### src/rtl/tlc_pkg.sv
// Shared types and constants for the two-level cache lookup.
// No dependencies.
`timescale 1ns / 1ps
package tlc_pkg;
	localparam logic [2:0] OUT_NONE = 3'd0;
	localparam logic [2:0] OUT_RH   = 3'd1;
	localparam logic [2:0] OUT_RM   = 3'd2;
	localparam logic [2:0] OUT_WH   = 3'd3;
	localparam logic [2:0] OUT_WM   = 3'd4;
	localparam logic [5:0] LAT_L1   = 6'd7;
	localparam logic [5:0] LAT_L12  = 6'd19;
	localparam logic [5:0] LAT_ALL  = 6'd34;
	localparam logic [2:0] REG_L1_OFF = 3'd0;
	localparam logic [2:0] REG_L1_IDX = 3'd1;
	localparam logic [2:0] REG_L1_WAYS = 3'd2;
	localparam logic [2:0] REG_L2_OFF = 3'd3;
	localparam logic [2:0] REG_L2_IDX = 3'd4;
	localparam logic [2:0] REG_L2_WAYS = 3'd5;

	// Item passed from the front part to the back part.
	typedef struct packed {
		logic        is_write;
		logic [31:0] address;
	} req_t;
endpackage

### src/rtl/tlc_front.sv
// Front part: takes request beats into a two-entry queue.
// Depends on tlc_pkg.
`timescale 1ns / 1ps
module tlc_front import tlc_pkg::*; (
	input  logic        clk,
	input  logic        arst_n,
	input  logic        in_valid,
	output logic        in_ready,
	input  req_t        in_req,
	output logic        q_valid,
	input  logic        q_pop,
	output req_t        q_req
);
	req_t       buf_q [2];
	logic       rd_q, wr_q;
	logic [1:0] cnt_q;
	logic       push;

	assign in_ready = (cnt_q != 2'd2);
	assign push = in_valid && in_ready;
	assign q_valid = (cnt_q != 2'd0);
	assign q_req = buf_q[rd_q];

	// Store payload.
	always_ff @(posedge clk) begin
		if (push) buf_q[wr_q] <= in_req;
	end

	// Advance pointers and count.
	always_ff @(posedge clk or negedge arst_n) begin
		if (!arst_n) begin
			rd_q <= 1'b0;
			wr_q <= 1'b0;
			cnt_q <= 2'd0;
		end else begin
			if (push) wr_q <= ~wr_q;
			if (q_pop) rd_q <= ~rd_q;
			cnt_q <= cnt_q + {1'b0, push} - {1'b0, q_pop};
		end
	end
endmodule

### config.mk
export PLATFORM = sky130hd
export DESIGN_NAME = tlc_front
export DESIGN_NICKNAME = d
export VERILOG_FILES = /design/src/rtl/tlc_pkg.sv /design/src/rtl/tlc_front.sv
export SDC_FILE = /design/constraint.sdc
export NUM_CORES = 1
export LEC_CHECK = 0
export ABC_AREA = 1
export BUFFER_PORTS_ARGS = -buffer_cell sky130_fd_sc_hd__buf_2
export CAP_MARGIN = 20
export CORE_UTILIZATION = 30
export DETAILED_ROUTE_END_ITERATION = 6
export PLACE_DENSITY = 0.55
export SYNTH_ARGS = -nofsm -noshare
export SYNTH_HDL_FRONTEND = slang
export SYNTH_SLANG_ARGS = --single-unit
### constraint.sdc
create_clock -name clk -period 6.35 [get_ports clk]
set_input_delay 0.635 -clock clk [delete_from_list [all_inputs] [get_ports clk]]
set_output_delay 0.635 -clock clk [all_outputs]
set_load 0.03 [all_outputs]
### Word level (Yosys, flattened, before mapping)

Memory sizes are Yosys's and may differ from the RTL's.
Cells that the tools add are included.

| operators by class | value |
|---|---|
| magnitude comparators | 0 |
| add/sub/neg operators | 2 |
| multiply operators | 0 |
| shift operators | 0 |
| reduce and logical (&&, ||, !) cells | 2 |
| equality and inequality tests | 1 |
| div/mod/pow operators | 0 |
| bitwise operators | 2 |
| multiplexer cells | 2 |

Operator list:

| operator | count |
|---|---|
| 2-bit by 1-bit adder with 2-bit output | 1 |
| 1-bit two-way mux | 2 |
| 2-bit inequality test, second input constant | 1 |
| 1-bit NOT | 2 |
| 2-bit nonzero test | 1 |
| 2-bit by 1-bit subtractor with 2-bit output | 1 |
| 1-bit logical AND | 1 |

| word-level totals | value |
|---|---|
| logic and storage cells | 13 |
| register bits | 4 |
| bits in latches | 0 |
| output and inout bits | 35 |
| bits in read-only memories | 0 |
| RAM bits | 66 |
| input port bits | 37 |
| memories kept | 1 |

Memories:

| memory | depth | bits a word | rd ports | clocked after memory_dff | wr ports | RTL line | text |
|---|---|---|---|---|---|---|---|
| buf_q | 2 | 33 | 1 | 0 | 1 | tlc_front.sv:14 | `req_t buf_q [2];` |

### Logic depth before layout (Yosys ltp)

Gate-level depths: netlist of the first run.

| depth | value |
|---|---|
| depth in word-level cells | 4 |
| mapped depth | 12 |
| mapped depth without buffers | 12 |

### Worst setup path after synthesis of the first run

OpenSTA, ideal clock, no wires.

| timing | value |
|---|---|
| path type | register to register |
| start | reg cnt_q[1] |
| end | mem buf_q[1][0] (netlist name) (enable) |
| data arrival time | 2263 ps |
| buffers on the path | 0 |
| setup slack | 3663 ps |
| stages on the path, launching flop included | 4 |
| clock period less this slack | 2687 ps |
| data required time | 5925 ps |
| library setup time | 425 ps |
| path through | dfrtp_1 nand2_1 nand2_1 nor2_1 |

| on the way | value |
|---|---|
| longest elaborated chain between the ends | 4 |

RTL lines:

| item | RTL line | text |
|---|---|---|
| from (decl) | tlc_front.sv:16 | `logic [1:0] cnt_q;` |
| from (signal assigned) | tlc_front.sv:38 | `cnt_q <= cnt_q + {1'b0, push} - {1'b0, q_pop};` |
| 2-bit inequality test | tlc_front.sv:19 | `assign in_ready = (cnt_q != 2'd2);` |
| named net in_ready | tlc_front.sv:8 | `output logic in_ready,` |
| 1-bit logical AND | tlc_front.sv:20 | `assign push = in_valid && in_ready;` |
| 1-bit two-way mux | tlc_front.sv:26 | `if (push) buf_q[wr_q] <= in_req;` |
| 1-bit two-way mux (implied by the code) | tlc_front.sv:26 |  |
| to (decl) | tlc_front.sv:14 |  |

The timed path passes the listed nets, and every way through them passes these cells.

==> results of run 1 <==
==> flip-flops by register name (all words and copies together), names as in the netlist <==
signal / cells
buf_q: 66
wr_q: 1
rd_q: 1
cnt_q: 2
==> power groups by stage <==
stage	combinational, mW	clock [mW]	sequential, mW
6_report	0.595	0.353	0.716
5_1_grt	0.632	0.386	0.735
4_1_cts	0.605	0.366	0.721
3_5_place_dp	0.604	0	0.731
3_3_place_gp	0.602	0	0.729
2_1_floorplan	0.550	0	0.666
==> final cells by class <==
type                            instances  area share [%]
Sequential cell                        70            61.8
Clock buffer                           10            3.78
Clock inverter                          6            2.08
Timing Repair Buffer                   71            10.5
Multi-Input combinational cell         51            17.3
Inverter                                5           0.556
Tap cell                              108            4.01
==> final timing paths <==
path,from,slack (ns),cells after the start,end
setup / recovery,rd_q,3.69,2,q_req[32]
hold / removal,arst_n,0.09,1,cnt_q[0]
setup reg to reg,cnt_q[1],4.44,3,buf_q[1][2]
hold reg to reg,cnt_q[0],0.51,1,cnt_q[0]
max in group asynchronous,arst_n,6.12,1,rd_q
min in group clk,in_req[32],0.48,1,buf_q[1][32]
==> layer usage <==
metal | vias up | GRT usage, % | wire length, um
met5 | - | 0 | 0
met3 | 8 | 3.88 | 267
met1 | 662 | 12.0 | 1940
met2 | 47 | 15.1 | 2080
li1 | 647 | - | -
met4 | 0 | 5.77 | 89
==> synthesized netlist by cell type (all sizes together) <==
cell	n	area [um2]
ha	1	12.5
nand2	10	37.5
dfrtp	4	100
nand3b	1	7.51
inv	5	18.8
buf	4	71.3
edfxtp	66	1980
nand3	1	5.00
nor2	3	11.3
a21oi	1	5.00
xor2	1	8.76
mux2	33	480
==> cell usage in the layout (no fill, tap or decap), drive strengths merged <==
cell type	Yosys	layout
buf	4	71
a21oi	1	1
mux2	33	33
dfrtp	4	4
ha	1	1
bufinv	0	1
xor2	1	1
nand2	10	10
clkinvlp	0	3
nand3	1	1
clkbuf	0	10
nand3b	1	1
edfxtp	66	66
inv	5	7
nor2	3	3
==> kinds of logic (layout without fill, tap and decap cells) <==
family	count (synthesis)	in the layout	share of synthesized area (%)
muxes	33	33	17.5
and+or+nand+nor	15	15	2.24
buffers and inverters	9	92	3.29
adders and majority gates	1	1	0.457
DFF	70	70	76.0
AOI/OAI and AO/OA	1	1	0.182
xor gates and xnor gates	1	1	0.320
==> metrics by stage <==
step / utilization (%) / total power [mW] / hold slack (ns) / instance area (um2)
after floorplan: - / 1.22 / 0.339 / 2740
after CTS: 38.5 / 1.69 / 0.0732 / 3370
after detailed placement: 36.2 / 1.34 / 0.450 / 3180
final: 38.5 / 1.66 / 0.0936 / 3370
after global routing: 38.5 / 1.75 / 0.0691 / 3370
after global placement: 36.2 / 1.33 / 0.450 / 3180
==> results.yml, run 1 <==
sta:
  timing.final.ws_setup_ns: 3.69
  fin_tns_setup_ns: 0
  finalHoldViolations: 0
  finalCritPeriodShare_pct: 41.9
  finalCriticalPeriod_ns: 2.66
  worst_slew_pin_slew_ns: 1.04
  slew_viol_final: 0
  finalSetupViolations: 0
  fmax_mhz: 376
  max-slew-margin-rel_pct: 30.8
  clock_skew_ns: 0.00669
  rsz0062_at_grt: "no"
clock_network:
  postCtsResizedCells: 0
  cts_inserted_buffers: 9
  clk_pin_slew_ns: 0.07
  cts_root_buf: "clkbuf_8"
  postCtsSetupRepairBufs: 0
  h-tree-depth: 3
  clock_sinks: 70
  cts_tree: "yes"
  worstSkewPairLatency_ns: 0.34
  clock_path_buffers: 2
  holdBufCountCts: 0
die:
  die_h_um: 97.6
  dieWidth_um: 97.6
  rows: 34
  num_io_pins: 72
  start_util_pct: 31.3
  core_mm2: 0.00876
  die-area_mm2: 0.00952
critical_path:
  crit_arrival_ns: 2.02
  worstPathMaxFanout: 34
  critPathLaunchType: "flop"
  critPathCaptureType: "output pin"
  critPathMaxStageDelay_ns: 1.06
  required_ns: 5.71
  crit_chain: "mux2_2 -> buf_2"
  critPathBufInv: 1
  cpLargestDelayFamily: "flip-flops"
  worstSetupPathType: "flop to output pin"
  critPathSlowestCell: "dfrtp_2"
power:
  clkPwrFrac_pct: 21.2
  combPwrFrac_pct: 35.7
  irDropWorstVdd_mv: 0.124
  seqPwrFrac_pct: 43.0
  internal-power_mw: 1.06
  swShare_pct: 36.2
  p_per_area_mw_per_mm2: 493
  switchingPower_mw: 0.602
  leakagePower_nw: 1.36
layout:
  final_cell_count_no_fill: 321
  insertedDiodeCount: 0
  multi_input_area_um2: 583
  fin_nets: 246
  area_growth_pct: 23.1
  drive_gt1_share_pct: 57.3
  fillers: 842
  register_area_mm2: 0.00208
logic_synthesis:
  syn_area_mm2: 0.00274
  synth_warnings: 0
  avgSynthCellArea_um2: 21.1
  syn_inst: 130
  synth-seq-cells: 70
  yosysSeqAreaShare_pct: 76.0
  synth_fp_nets: 168
  ys_types: 14
global_routing:
  grtUsageTotal_pct: 9.94
  grt_pass1_wl_um: 6980
  grt_antenna_before_repair: 0
  grt-ovfl-total: 0
  grt_pass1_vias: 1384
  grt_max_degree: 35
place:
  detailed_place_hpwl_um: 2830
  place.gp.congestion: 0.637
  placedCellCount: 305
  pre_cts_slack_ns: 4.02
  io_buffers: 71
drt:
  drt-initial-drc-count: 35
  vias_per_cell: 4.25
  vias: 1364
  first_pass_iters: 4
  drc_errors: 0
  antenna_left: 0
  routedWlPerCell_um: 13.6
  drt-total-wl_um: 4370
status:
  status: "completed"
job:
  drv_cap: 0
hold_path:
  hp-class: "input pin to async pin"
Note: power is estimated with default switching activity, not from simulation.
==> run 2: changes to the inputs <==
Settings changed: PLACE_DENSITY 0.55 to 0.57.
Clock period 6.35 ns to 2.2 ns, I/O delays scaled along.
==> run 2 against run 1 <==
  * Non-clock buffer count up 4
  * Critical path depth is 1 higher
  * Clock-buffer cell count is 1 lower
  * Clock skew shrank 0.0011 ns
  * Sequential share of layout area is 0.68 points lower
  * Combinational power grew to 3.2 times the previous value
  * Global-route usage grew 0.69 points
  * Die area unchanged
  * Utilization up 0.43 points
  * Setup slack got worse by 3.5 ns
  * Final area rose by 1.1%
  * Critical endpoint is now q_req[2]
  * Highest routed layer unchanged
==> results.yml, run 2 (synthesized netlist as in run 1, its figures left out) <==
status:
  status: "completed"
sta:
  clock_skew_ns: 0.00558
  finalHoldViolations: 0
  finalCriticalPeriod_ns: 2.03
  finalSetupViolations: 0
  finalCritPeriodShare_pct: 92.2
  rsz0062_at_grt: "no"
  timing.final.ws_setup_ns: 0.171
  max-slew-margin-rel_pct: 69.7
  fin_tns_setup_ns: 0
  fmax_mhz: 493
  worst_slew_pin_slew_ns: 0.454
  slew_viol_final: 0
layout:
  area_growth_pct: 24.5
  regMostFlops: "buf_q"
  register_area_mm2: 0.00208
  largest_reg_flops: 66
  reg_top3: "buf_q x66, cnt_q x2"
  fillers: 820
  layout_commonest_cell: "buf_2"
  layout_common_cells: "71 x buf_2, 66 x edfxtp_1, 29 x mux2_4"
  fin_nets: 250
  insertedDiodeCount: 0
  drive_gt1_share_pct: 57.6
  multi_input_area_um2: 583
die:
  core_mm2: 0.00876
  rows: 34
  start_util_pct: 31.3
  die_h_um: 97.6
  dieWidth_um: 97.6
  num_io_pins: 72
  die-area_mm2: 0.00952
critical_path:
  required_ns: 1.98
  worstPathMaxFanout: 22
  critPathLaunchType: "flop"
  crit_chain: "buf_12 -> mux2_2 -> buf_2"
  worstSetupPathType: "flop to output pin"
  critPathMaxStageDelay_ns: 0.65
  crit_arrival_ns: 1.81
  critPathCaptureType: "output pin"
  critPathSlowestCell: "dfrtp_2"
drt:
  routedWlPerCell_um: 14.4
  antenna_left: 0
  vias: 1397
  drt-total-wl_um: 4680
  vias_per_cell: 4.30
  drc_errors: 0
  first_pass_iters: 3
  drt-initial-drc-count: 48
place:
  pre_cts_slack_ns: 0.507
  io_buffers: 71
  detailed_place_hpwl_um: 3130
  place.gp.congestion: 0.645
clock_network:
  clock_sinks: 70
  cts_inserted_buffers: 9
  clock_path_buffers: 2
  holdBufCountCts: 1
  cts_root_buf: "clkbuf_8"
  h-tree-depth: 3
  postCtsResizedCells: 0
  worstSkewPairLatency_ns: 0.34
  clk_pin_slew_ns: 0.07
  postCtsSetupRepairBufs: 0
  cts_tree: "yes"
power:
  irDropWorstVdd_mv: 0.563
  p_per_area_mw_per_mm2: 1390
  leakagePower_nw: 1.38
global_routing:
  grtUsageTotal_pct: 10.6
  grt_antenna_before_repair: 0
  grt_max_degree: 34
  grt-ovfl-total: 0
  grt_pass1_wl_um: 7500
  grt_pass1_vias: 1472
hold_path:
  hp-class: "input pin to flop"
job:
  drv_cap: 0
[run 2: cell types whose count changed in the layout (fill, tap and decap cells not counted), sizes merged]
cell | before | now
clkinv | 0 | 4
buf | 71 | 74
inv | 7 | 5
bufinv | 1 | 0
clkbuf | 10 | 9
dlygate4sd3 | 0 | 1
[run 2: worst paths after layout]
path                                      to  cells past startpoint       start  slack (ns)
worst max-delay path                q_req[2]                      3        rd_q        0.17
worst min-delay path            buf_q[1][22]                      1  in_req[22]        0.07
worst max register to register      cnt_q[1]                     11    cnt_q[0]        0.71
worst min register to register      cnt_q[0]                      1    cnt_q[0]        0.51
max in group asynchronous               rd_q                      2      arst_n        1.84
min in group asynchronous           cnt_q[1]                      2      arst_n        0.21
[run 2: report_power, final]
group	switching, mW	internal [mW]
registers	0.154	1.82
logic	1.13	0.773
clock network	0.468	0.398
[run 2: critical path, delay by kind of cell, from the launching register on]
| family | cells | cell delay, ns |
|---|---|---|
| buffers and inverters | 2 | 0.44 |
| DFF | 1 | 0.65 |
| muxes | 1 | 0.37 |
[run 2: final cells by class]
class | count | area share, %
Multi-Input combinational cell | 51 | 17.1
Clock buffer | 9 | 3.63
Clock inverter | 7 | 1.21
Tap cell | 108 | 3.96
Sequential cell | 70 | 61.1
Inverter | 5 | 0.550
Timing Repair Buffer | 75 | 12.5
[run 2: per-stage QoR]
step / std cells / hold slack (ns) / total power [mW] / util [%] / instance area [um2]
floorplan: 130 / -0.0756 / 3.51 / - / 2750
global placement: 308 / 0.0421 / 3.91 / 36.9 / 3240
detailed placement: 308 / 0.0391 / 3.94 / 36.9 / 3240
CTS: 325 / 0.0455 / 4.83 / 38.9 / 3410
global route: 325 / 0.0448 / 4.99 / 38.9 / 3410
finish: 325 / 0.0663 / 4.74 / 38.9 / 3410
[run 2: metal layers]
| layer | vias up | wire length (um) | GRT usage, % |
|---|---|---|---|
| li1 | 655 | - | - |
| met1 | 684 | 2100 | 13.0 |
| met2 | 51 | 2190 | 16.4 |
| met3 | 7 | 283 | 3.96 |
| met4 | 0 | 94 | 5.43 |
| met5 | - | 0 | 0 |
==> run 3: changes to the inputs <==
Settings changed: MAX_ROUTING_LAYER set to met4.
==> run 3 against run 2 <==
  * Clock skew shrank 0.0012 ns
  * First-iteration DRC count grew 6.3%
  * Die area is the same
  * Power is essentially flat
  * Routed wire length shrank 0.15%
  * Via count shrank 0.29%
  * Worst hold slack gained 0.0018 ns
  * Sequential share of layout area is the same
  * Clock power is essentially flat
  * Largest cell class unchanged
  * Highest routed layer unchanged
==> results.yml, run 3 (synthesized netlist as in run 1, its figures left out) <==
place:
  detailed_place_hpwl_um: 3130
  placedCellCount: 308
  place.gp.congestion: 0.651
  pre_cts_slack_ns: 0.507
  placed_cell_area_mm2: 0.00324
  io_buffers: 71
layout:
  final_cell_count_no_fill: 325
  final_util_pct: 38.9
  largest_reg_flops: 66
  reg_top3: "buf_q x66, cnt_q x2"
  layout_common_cells: "71 x buf_2, 66 x edfxtp_1, 29 x mux2_4"
  regMostFlops: "buf_q"
  insertedDiodeCount: 0
  drive_gt1_share_pct: 57.6
  fin_nets: 250
  area_growth_pct: 24.5
  fin_area_mm2: 0.00341
  layout_commonest_cell: "buf_2"
die:
  dieWidth_um: 97.6
  rows: 34
  die-area_mm2: 0.00952
  start_util_pct: 31.3
  die_h_um: 97.6
  core_mm2: 0.00876
  num_io_pins: 72
sta:
  clock_skew_ns: 0.00434
  rsz0062_at_grt: "no"
  fmax_mhz: 493
  timing.final.ws_setup_ns: 0.172
  slew_viol_final: 0
  fin_tns_setup_ns: 0
  finalHoldViolations: 0
  worst_slew_pin_slew_ns: 0.453
  finalCritPeriodShare_pct: 92.2
  finalSetupViolations: 0
  finalCriticalPeriod_ns: 2.03
  holdWs_ns: 0.0680
  max-slew-margin-rel_pct: 69.8
clock_network:
  cts_tree: "yes"
  postCtsResizedCells: 0
  clock_sinks: 70
  h-tree-depth: 3
  holdBufCountCts: 1
  cts_root_buf: "clkbuf_8"
  clk_pin_slew_ns: 0.07
  postCtsSetupRepairBufs: 0
  clock_path_buffers: 2
  cts_inserted_buffers: 9
  worstSkewPairLatency_ns: 0.33
drt:
  vias: 1393
  antenna_left: 0
  vias_per_cell: 4.29
  drc_errors: 0
  drt-total-wl_um: 4670
  drt-initial-drc-count: 51
  first_pass_iters: 3
  routedWlPerCell_um: 14.4
global_routing:
  use_met1_pct: 13.1
  grt.busiest_layer: "met2"
  grt.met3_usage_pct: 3.96
  grt_max_degree: 34
  grt_pass1_vias: 1474
  grtUsageTotal_pct: 10.9
  grt-ovfl-total: 0
  grt_antenna_before_repair: 0
  met2_usage_pct: 16.4
  grt_pass1_wl_um: 7510
critical_path:
  crit_chain: "buf_12 -> mux2_2 -> buf_2"
  crit_arrival_ns: 1.81
  worstSetupPathType: "flop to output pin"
  critPathLaunchType: "flop"
  cp-startpoint: "rd_q"
  critPathSlowestCell: "dfrtp_2"
  worstPathMaxFanout: 22
  critPathCaptureType: "output pin"
  rrSetupSlack_ns: 0.71
  r2r_start: "cnt_q[0]"
  critPathMaxStageDelay_ns: 0.65
  required_ns: 1.98
job:
  drv_cap: 0
hold_path:
  hp-class: "input pin to flop"
  hp-start: "in_req[22]"
power:
  p_per_area_mw_per_mm2: 1390
  irDropWorstVdd_mv: 0.563
  leakagePower_nw: 1.38
  finalPower_mw: 4.74
status:
  status: "completed"
## run 3: cell counts in the layout (fill, tap and decap cells not counted)
Identical to the previous run, type by type.
## run 3: final timing paths
check	cells past startpoint	to
min	1	buf_q[1][22]
max in group asynchronous	2	rd_q
max	3	q_req[2]
min in group asynchronous	2	cnt_q[1]
max reg2reg	11	cnt_q[1]
min reg2reg	1	cnt_q[0]
## run 3: routing by layer
layer  vias to the layer above  wire length, um  share of wire (%)
met2                        49             2250                 48
met1                       684             2080                 44
li1                        655                -                  -
met3                         5              272                5.8
met4                         0               67                1.4
met5                         -                0                  0
## run 3: worst max-delay path: cells and delay by family (launching register included)
family	cells	cell delay (ns)
flops	1	0.65
buf+inv	2	0.44
mux	1	0.36
## run 3: layout make-up
class                   count  area (um2)
well taps                 108         135
inverters                   5        18.8
clock inverters             7        41.3
flip-flops and latches     70        2080
clock buffers               9         124
repair buffers             75         425
multi-input cells          51         583
fillers                   820        5350
## run 3: where the power goes
| part | internal, mW | leakage, nW | switching, mW |
|---|---|---|---|
| sequential | 1.82 | 0.659 | 0.154 |
| clock | 0.398 | 0.0784 | 0.468 |
| combinational | 0.773 | 0.640 | 1.13 |
